File: src/sbrb_pkg.sv
// shared types and defaults for the segmented byte ring buffer
`default_nettype none

package sbrb_pkg;

   localparam int SEGMENT_BYTES_DEFAULT = 256;
   localparam int SEGMENT_COUNT_DEFAULT = 16;

   typedef enum logic [1:0] {
      ACT_PUSH    = 2'd0,
      ACT_READ    = 2'd1,
      ACT_RELEASE = 2'd2,
      ACT_CLEAR   = 2'd3
   } action_type;

   typedef enum logic [1:0] {
      ST_OK            = 2'd0,
      ST_PUSH_FULL     = 2'd1,
      ST_RELEASE_CLAMP = 2'd2,
      ST_READ_RANGE    = 2'd3
   } status_type;

endpackage

`default_nettype wire

File: src/sbrb_ctrl.sv
// head, fill and write position bookkeeping plus store address generation
`default_nettype none

module sbrb_ctrl #(
   parameter int SEGMENT_BYTES = sbrb_pkg::SEGMENT_BYTES_DEFAULT,
   parameter int SEGMENT_COUNT = sbrb_pkg::SEGMENT_COUNT_DEFAULT,
   localparam int CAP    = SEGMENT_BYTES * SEGMENT_COUNT,
   localparam int CNT_W  = $clog2(CAP + 1),
   localparam int IDX_W  = (CAP > 1) ? $clog2(CAP) : 1,
   localparam int SEG_W  = $clog2(SEGMENT_BYTES + 1)
) (
   input  wire logic             clock,
   input  wire logic             reset,
   input  wire logic             take,
   input  wire logic [1:0]       action,
   input  wire logic [7:0]       byte_in,
   input  wire logic [IDX_W-1:0] read_offset,
   input  wire logic [CNT_W-1:0] release_count,
   output logic                  mem_wr_en,
   output logic                  mem_rd_en,
   output logic      [IDX_W-1:0] mem_addr,
   output logic      [7:0]       mem_wdata,
   output sbrb_pkg::status_type  status,
   output logic      [CNT_W-1:0] stored,
   output logic      [CNT_W-1:0] free,
   output logic      [SEG_W-1:0] run
);

   localparam logic [CNT_W-1:0] CAP_C   = CNT_W'(CAP);
   localparam logic [CNT_W:0]   CAP_X   = (CNT_W + 1)'(CAP);
   localparam logic [IDX_W-1:0] LAST_IX = IDX_W'(CAP - 1);
   localparam logic [SEG_W-1:0] SEG_C   = SEG_W'(SEGMENT_BYTES);

   sbrb_pkg::action_type act;

   logic [IDX_W-1:0] head_ff, head_in;
   logic [CNT_W-1:0] fill_ff, fill_in;
   logic [IDX_W-1:0] wpos_ff, wpos_in;
   logic [SEG_W-1:0] segleft_ff, segleft_in;

   logic             full;
   logic             clamp;
   logic             read_ok;
   logic [CNT_W-1:0] rel_n;
   logic [CNT_W:0]   rd_sum, rel_sum;
   logic [IDX_W-1:0] rd_addr, rel_head;

   assign act   = sbrb_pkg::action_type'(action);
   assign full  = (fill_ff == CAP_C);
   assign clamp = (release_count > fill_ff);
   assign rel_n = clamp ? fill_ff : release_count;

   // ring wrap: sums stay below twice the capacity
   assign rd_sum   = (CNT_W + 1)'(head_ff) + (CNT_W + 1)'(read_offset);
   assign rd_addr  = (rd_sum >= CAP_X) ? IDX_W'(rd_sum - CAP_X) : IDX_W'(rd_sum);
   assign rel_sum  = (CNT_W + 1)'(head_ff) + (CNT_W + 1)'(rel_n);
   assign rel_head = (rel_sum >= CAP_X) ? IDX_W'(rel_sum - CAP_X) : IDX_W'(rel_sum);

   assign read_ok  = ((CNT_W + 1)'(read_offset) < (CNT_W + 1)'(fill_ff));

   always_comb begin
      head_in    = head_ff;
      fill_in    = fill_ff;
      wpos_in    = wpos_ff;
      segleft_in = segleft_ff;
      status     = sbrb_pkg::ST_OK;
      mem_wr_en  = 1'b0;
      mem_rd_en  = 1'b0;
      mem_addr   = rd_addr;
      unique case (act)
         sbrb_pkg::ACT_PUSH: begin
            mem_addr = wpos_ff;
            if (full) begin
               status = sbrb_pkg::ST_PUSH_FULL;
            end else begin
               mem_wr_en  = take;
               fill_in    = fill_ff + CNT_W'(1);
               wpos_in    = (wpos_ff == LAST_IX) ? '0 : wpos_ff + IDX_W'(1);
               segleft_in = (segleft_ff == SEG_W'(1)) ? SEG_C : segleft_ff - SEG_W'(1);
            end
         end
         sbrb_pkg::ACT_READ: begin
            if (read_ok) begin
               mem_rd_en = take;
            end else begin
               status = sbrb_pkg::ST_READ_RANGE;
            end
         end
         sbrb_pkg::ACT_RELEASE: begin
            // write position is unchanged by a release
            if (clamp) begin
               status = sbrb_pkg::ST_RELEASE_CLAMP;
            end
            head_in = rel_head;
            fill_in = fill_ff - rel_n;
         end
         sbrb_pkg::ACT_CLEAR: begin
            head_in    = '0;
            fill_in    = '0;
            wpos_in    = '0;
            segleft_in = SEG_C;
         end
         default: begin
            status = sbrb_pkg::ST_OK;
         end
      endcase
   end

   always_ff @(posedge clock) begin
      if (reset) begin
         head_ff    <= '0;
         fill_ff    <= '0;
         wpos_ff    <= '0;
         segleft_ff <= SEG_C;
      end else if (take) begin
         head_ff    <= head_in;
         fill_ff    <= fill_in;
         wpos_ff    <= wpos_in;
         segleft_ff <= segleft_in;
      end
   end

   assign mem_wdata = byte_in;
   assign stored    = fill_ff;
   assign free      = CAP_C - fill_ff;
   assign run       = (CNT_W'(segleft_ff) < free) ? segleft_ff : SEG_W'(free);

endmodule

`default_nettype wire

File: config.mk
export PLATFORM = sky130hd
export DESIGN_NAME = sbrb_ctrl
export DESIGN_NICKNAME = d
export VERILOG_FILES = /design/src/sbrb_pkg.sv /design/src/sbrb_ctrl.sv
export SDC_FILE = /design/constraint.sdc
export NUM_CORES = 1
export LEC_CHECK = 0
export ABC_AREA = 1
export BUFFER_PORTS_ARGS = -buffer_cell sky130_fd_sc_hd__buf_2
export CAP_MARGIN = 20
export CORE_MARGIN = 1
export CORE_UTILIZATION = 50
export CTS_CLUSTER_DIAMETER = 80
export CTS_CLUSTER_SIZE = 25
export DETAILED_ROUTE_END_ITERATION = 16
export PLACE_DENSITY = 0.78
export SETUP_SLACK_MARGIN = 0.1
export SKIP_CTS_REPAIR_TIMING = 1
export SYNTH_ARGS = -nofsm -noshare
export SYNTH_HDL_FRONTEND = slang
export SYNTH_SLANG_ARGS = --single-unit
File: constraint.sdc
create_clock -name clock -period 6.6 [get_ports clock]
set_input_delay 1.32 -clock clock [delete_from_list [all_inputs] [get_ports clock]]
set_output_delay 1.32 -clock clock [all_outputs]
set_load 0.005 [all_outputs]
# [Word-level counts from Yosys, hierarchy flattened]
# Cells that the tools add are included.
[classes] addsub=9 n_mul=0 div=0 magnitude_cmp=5 eq_ne=7 shifts=0 mux=22 n_bitwise=0 reduce_logical=7
[op_table] cell="12-bit two-way mux" count=5
[op_table] cell="12-bit case mux with 2 select lines" count=2
[op_table] cell="13-bit case mux with 3 select lines" count=1
[op_table] cell="9-bit two-way mux" count=3
[op_table] cell="13-bit two-way mux" count=2
[op_table] cell="12-bit by 1-bit subtractor with 12-bit output, second input constant" count=2
[op_table] cell="9-bit case mux with 2 select lines" count=1
[op_table] cell="12-bit by 13-bit adder with 14-bit output" count=1
[op_table] cell="14-bit by 13-bit greater-or-equal comparator with 1-bit output, second input constant" count=1
[op_table] cell="12-bit by 12-bit adder with 13-bit output" count=1
[op_table] cell="13-bit by 1-bit adder with 13-bit output, second input constant" count=1
[op_table] cell="13-bit == test, second input constant" count=1
[op_table] cell="13-bit greater-or-equal comparator, second input constant" count=1
[op_table] cell="13-bit > comparator" count=1
[op_table] cell="12-bit by 13-bit less-than comparator with 1-bit output" count=1
[op_table] cell="9-bit by 13-bit less-than comparator with 1-bit output" count=1
[op_table] cell="13-bit subtractor" count=1
[op_table] cell="13-bit subtractor, first input constant" count=1
[op_table] cell="12-bit by 1-bit adder with 12-bit output, second input constant" count=1
[op_table] cell="12-bit == test, second input constant" count=1
[op_table] cell="9-bit by 1-bit == test with 1-bit output, second input constant" count=1
[op_table] cell="9-bit by 1-bit subtractor with 9-bit output, second input constant" count=1
[op_table] cell="2-bit case mux with 3 select lines" count=1
[op_table] cell="3-bit AND reduction" count=2
[op_table] cell="9 further kinds" count=16
[totals] regBits=46 latchBits=0 ramBits=0 mem_bits_ro=0 mem_count=0

# [Longest topological paths before layout]
[depth] ltp_word=6 mapped_depth=23 depth_no_buf=22

# [Worst setup path after synthesis]
# No wires, ideal clock.
[synth_path] path_type="in2reg" start="in release_count[12]" end="reg fill_ff[10] (netlist: stored[10])" setup_time_ps=128 arrival_ps=4126 path_slack_ps=2346 cell_stages=21 path_buffers=1 cell_sequence="ha_1 nand2_1 nor2_1 and2_1 nand2_1 nand2_1 nand2_1 clkbuf_1 nand2_1 o21ai_0 or2_1 ha_1 fa_1 inv_1 a21oi_1 o21ai_0 nand3_1 nand2_1 nand2_1 nand3_1 a21oi_1"
[synth_via] elab_chain_len=4
[synth_lines] item="start: declaration" line="sbrb_ctrl.sv:18" text="input wire logic [CNT_W-1:0] release_count,"
[synth_lines] item="13-bit > comparator" line="sbrb_ctrl.sv:50" text="assign clamp = (release_count > fill_ff);"
[synth_lines] item="13-bit two-way mux" line="sbrb_ctrl.sv:51" text="assign rel_n = clamp ? fill_ff : release_count;"
[synth_lines] item="13-bit subtractor" line="sbrb_ctrl.sv:95" text="fill_in = fill_ff - rel_n;"
[synth_lines] item="13-bit case mux with 3 select lines" line="sbrb_ctrl.sv:70" text="unique case (act)"
[synth_lines] item="end signal: assignment" line="sbrb_ctrl.sv:117" text="fill_ff <= fill_in;"
[synth_lines] item="end: declaration" line="sbrb_ctrl.sv:37" text="logic [CNT_W-1:0] fill_ff, fill_in;"
# No other way between the ends.
# A chain may end at the register's enable or synchronous reset.

# [Final worst setup path]
# Ends and elaborated chain as after synthesis.

==> results.md <==
- Fin Clk Skew: 0.005795 ns
- CTS sink cnt: 46
- Gate Count Post-Synth: 789
- EDFF count, synth: 0
- Yosys reg bits: 46
- Fill cells: 990
- CTS Buffer Depth: 2
- Num CTS Buffers: 5
- Tot GR Track Use: 27.57%
- Area leader, netlist: dfxtp_1
- Vias in the first global route: 4645
- Via density: 5.378
- Ports: 97
- Crit end category: register
- Core area: 9774 um^2
- Final net count: 964
- Worst skew pair latency: 0.32 ns
- Met3 wire len: 925 um
- Avg WL per Cell: 14.17 um
- Vias: 5313
- CP required: 6.79 ns
- Avg Cell Area, Syn: 6.383 um^2
- Count leader, synth: nand2_1
- Post-layout min period: 4.739 ns
- Status: finished, final reports clean
- Highest Clock Rate: 211.0 MHz
- Hold Crit Class: reg2reg
- CP arrival: 4.93 ns
- DRT Pass-1 Iters: 5
- Top sig layer: met4
- Final Routed Wirelength: 14000 um
- Top cell type's share of synthesized area: 18.29%
- Post-synthesis sequential area ratio: 18.29%
- Met2 WL post-DR: 6162 um
- Max-cap viol count: 0
- Area contributors post-synth: dfxtp_1, ha_1, nand2_1, a21oi_1, inv_1
- Final worst path period share: 71.80%
- WS Path Type: in2reg
- Die Width: 102.4 um
- Largest net degree at the start of global routing: 27
- CP max FO: 24
- Main synth FF type: dfxtp_1
- Worst VDD drop: 0.00009722 V
- Max_slew headroom: 35.39%
- Die Height: 102.4 um
- CTS root buffer: clkbuf_8
- Fraction of registers with async set/reset: 0%
- Port Buf Inserts: 80
- Final setup viols: 0
- Leak: 2.803 nW
- Post-route insts no fill: 988
- Met1 WL: 6683 um
- Global-route wire length before repair: 22490 um
- Pwr Density: 168.3 nW/um^2
- Syn-to-layout area delta: 11.06%
- DP HPWL: 11190 um
- Share of cells above drive strength 1: 13.47%
- DRC Markers: 0
- CTS tree: built
- Synth unique cells: 45
- Antenna violations before repair: 0
- CTS clk-pin slew, worst paths: 0.10 ns
- RSZ-0062 raised after global routing: false
- DR iter-0 viols: 414
- Synth Net Count: 900
- Initial Utilization: 51.52%
- Slew @ Worst Pin: 0.9656 ns
- Routability congestion estimate: 0.9961
- Worst hold margin: 0.4800 ns
- Final hold vios: 0
- Die ar.: 10480 um^2
- Final Slew Violations: 0
- GR Overflow Total: 0
- Placed instance count: 979
- Synth cell count leaders: nand2_1, inv_1, a21oi_1, ha_1, nor2_1
- Setup TNS: 0 ns
- Syn Std Cell Area: 5036 um^2
- Fin util: 57.22%
- Max H-tree Level: 2
- Detail Route Antenna Nets: 0
- Startpoint Class: input pin
- # rows: 36
- Synth warn: 0
[area by class of cell]
cell class	instances	area, um^2	area share, %
clock inverters	3	43.79	0.7830
well taps	133	166.4	2.975
repair buffers	80	400.4	7.159
inverters	103	386.6	6.913
diodes	1	2.502	0.04474
multi-input cells	617	3603	64.43
flip-flops and latches	46	920.9	16.47
clock buffers	5	68.82	1.230
[worst max-delay path: stages]
cell	delay [ns]
buf_2	0.11
ha_1	0.29
nand2_1	0.07
nor2_1	0.18
and2_1	0.15
nand2_1	0.05
nand2_1	0.13
nand2_1	0.39
nand2_1	0.21
o21ai_0	0.14
or2_1	0.25
ha_1	0.23
fa_1	0.44
inv_1	0.11
a21oi_1	0.09
o21ai_0	0.34
nand3_1	0.15
nand2_1	0.10
nand2_1	0.06
nand3_1	0.06
a21oi_1	0.07
[stage by stage]
| stage | instance area (um^2) | setup slack, ns | power (mW) |
|---|---|---|---|
| finish | 5593 | 1.861 | 0.9410 |
| floorplan | 5036 | 2.346 | 0.5918 |
| detailed placement | 5478 | 1.582 | 0.7140 |
| global route | 5590 | 1.316 | 1.017 |
| global placement | 5478 | 1.634 | 0.7099 |
| CTS | 5590 | 1.901 | 0.9423 |
[sequential cells by signal, summed over array words and instances, names as in the netlist]
signal,flops
head_ff,12
segleft_ff,9
stored,13
wpos_ff,12
[layer usage]
metal,GRT usage [%],up-vias
met5,0,-
met4,7.143,0
met3,3.010,19
met2,44.45,178
met1,39.01,2370
li1,-,2746
[where the power goes]
part	switching [mW]	internal, mW	leakage [nW]	total, mW
clock network	0.115	0.114	0.0585	0.229
registers	0.0201	0.290	0.373	0.310
logic	0.252	0.150	2.37	0.402
[final timing paths]
check / startpoint / endpoint / slack, ns / cells past startpoint
min reg2reg: wpos_ff[10]$_SDFFE_PP0P_ / wpos_ff[10]$_SDFFE_PP0P_ / 0.48 / 2
min: wpos_ff[10]$_SDFFE_PP0P_ / wpos_ff[10]$_SDFFE_PP0P_ / 0.48 / 2
max: release_count[12] / stored[10]$_SDFFE_PP0P_ / 1.86 / 21
max reg2reg: stored[10]$_SDFFE_PP0P_ / stored[10]$_SDFFE_PP0P_ / 2.24 / 21
[cells in the final DEF (no fill, tap or decap), types with 3 or more instances in the layout]
cell type and instances:
o21ai_1 4, o21bai_1 6, xor2_1 19, a21boi_0 3, a21oi_1 76, nand4_1 13, ha_1 70, a31oi_1 3
a211oi_1 5, nor3_1 15, clkbuf_8 5, dfxtp_1 46, nor2_2 3, buf_2 80, o21ai_0 42, nand3_1 59
or2_2 7, inv_1 95, fa_1 3, nor2_1 69, xnor2_1 4, inv_2 7, nand2_1 191
[cell families after synthesis]
kind of cell,count (synthesis),synth area share (%)
flip-flops,46,18.29
XOR/XNOR,24,4.323
buffers and inverters,126,10.16
AND/OR/NAND/NOR,368,32.02
adder cells (fa/ha/maj),73,18.58
AO/OA/AOI/OAI,152,16.62
(Power assumes the default switching activity.)
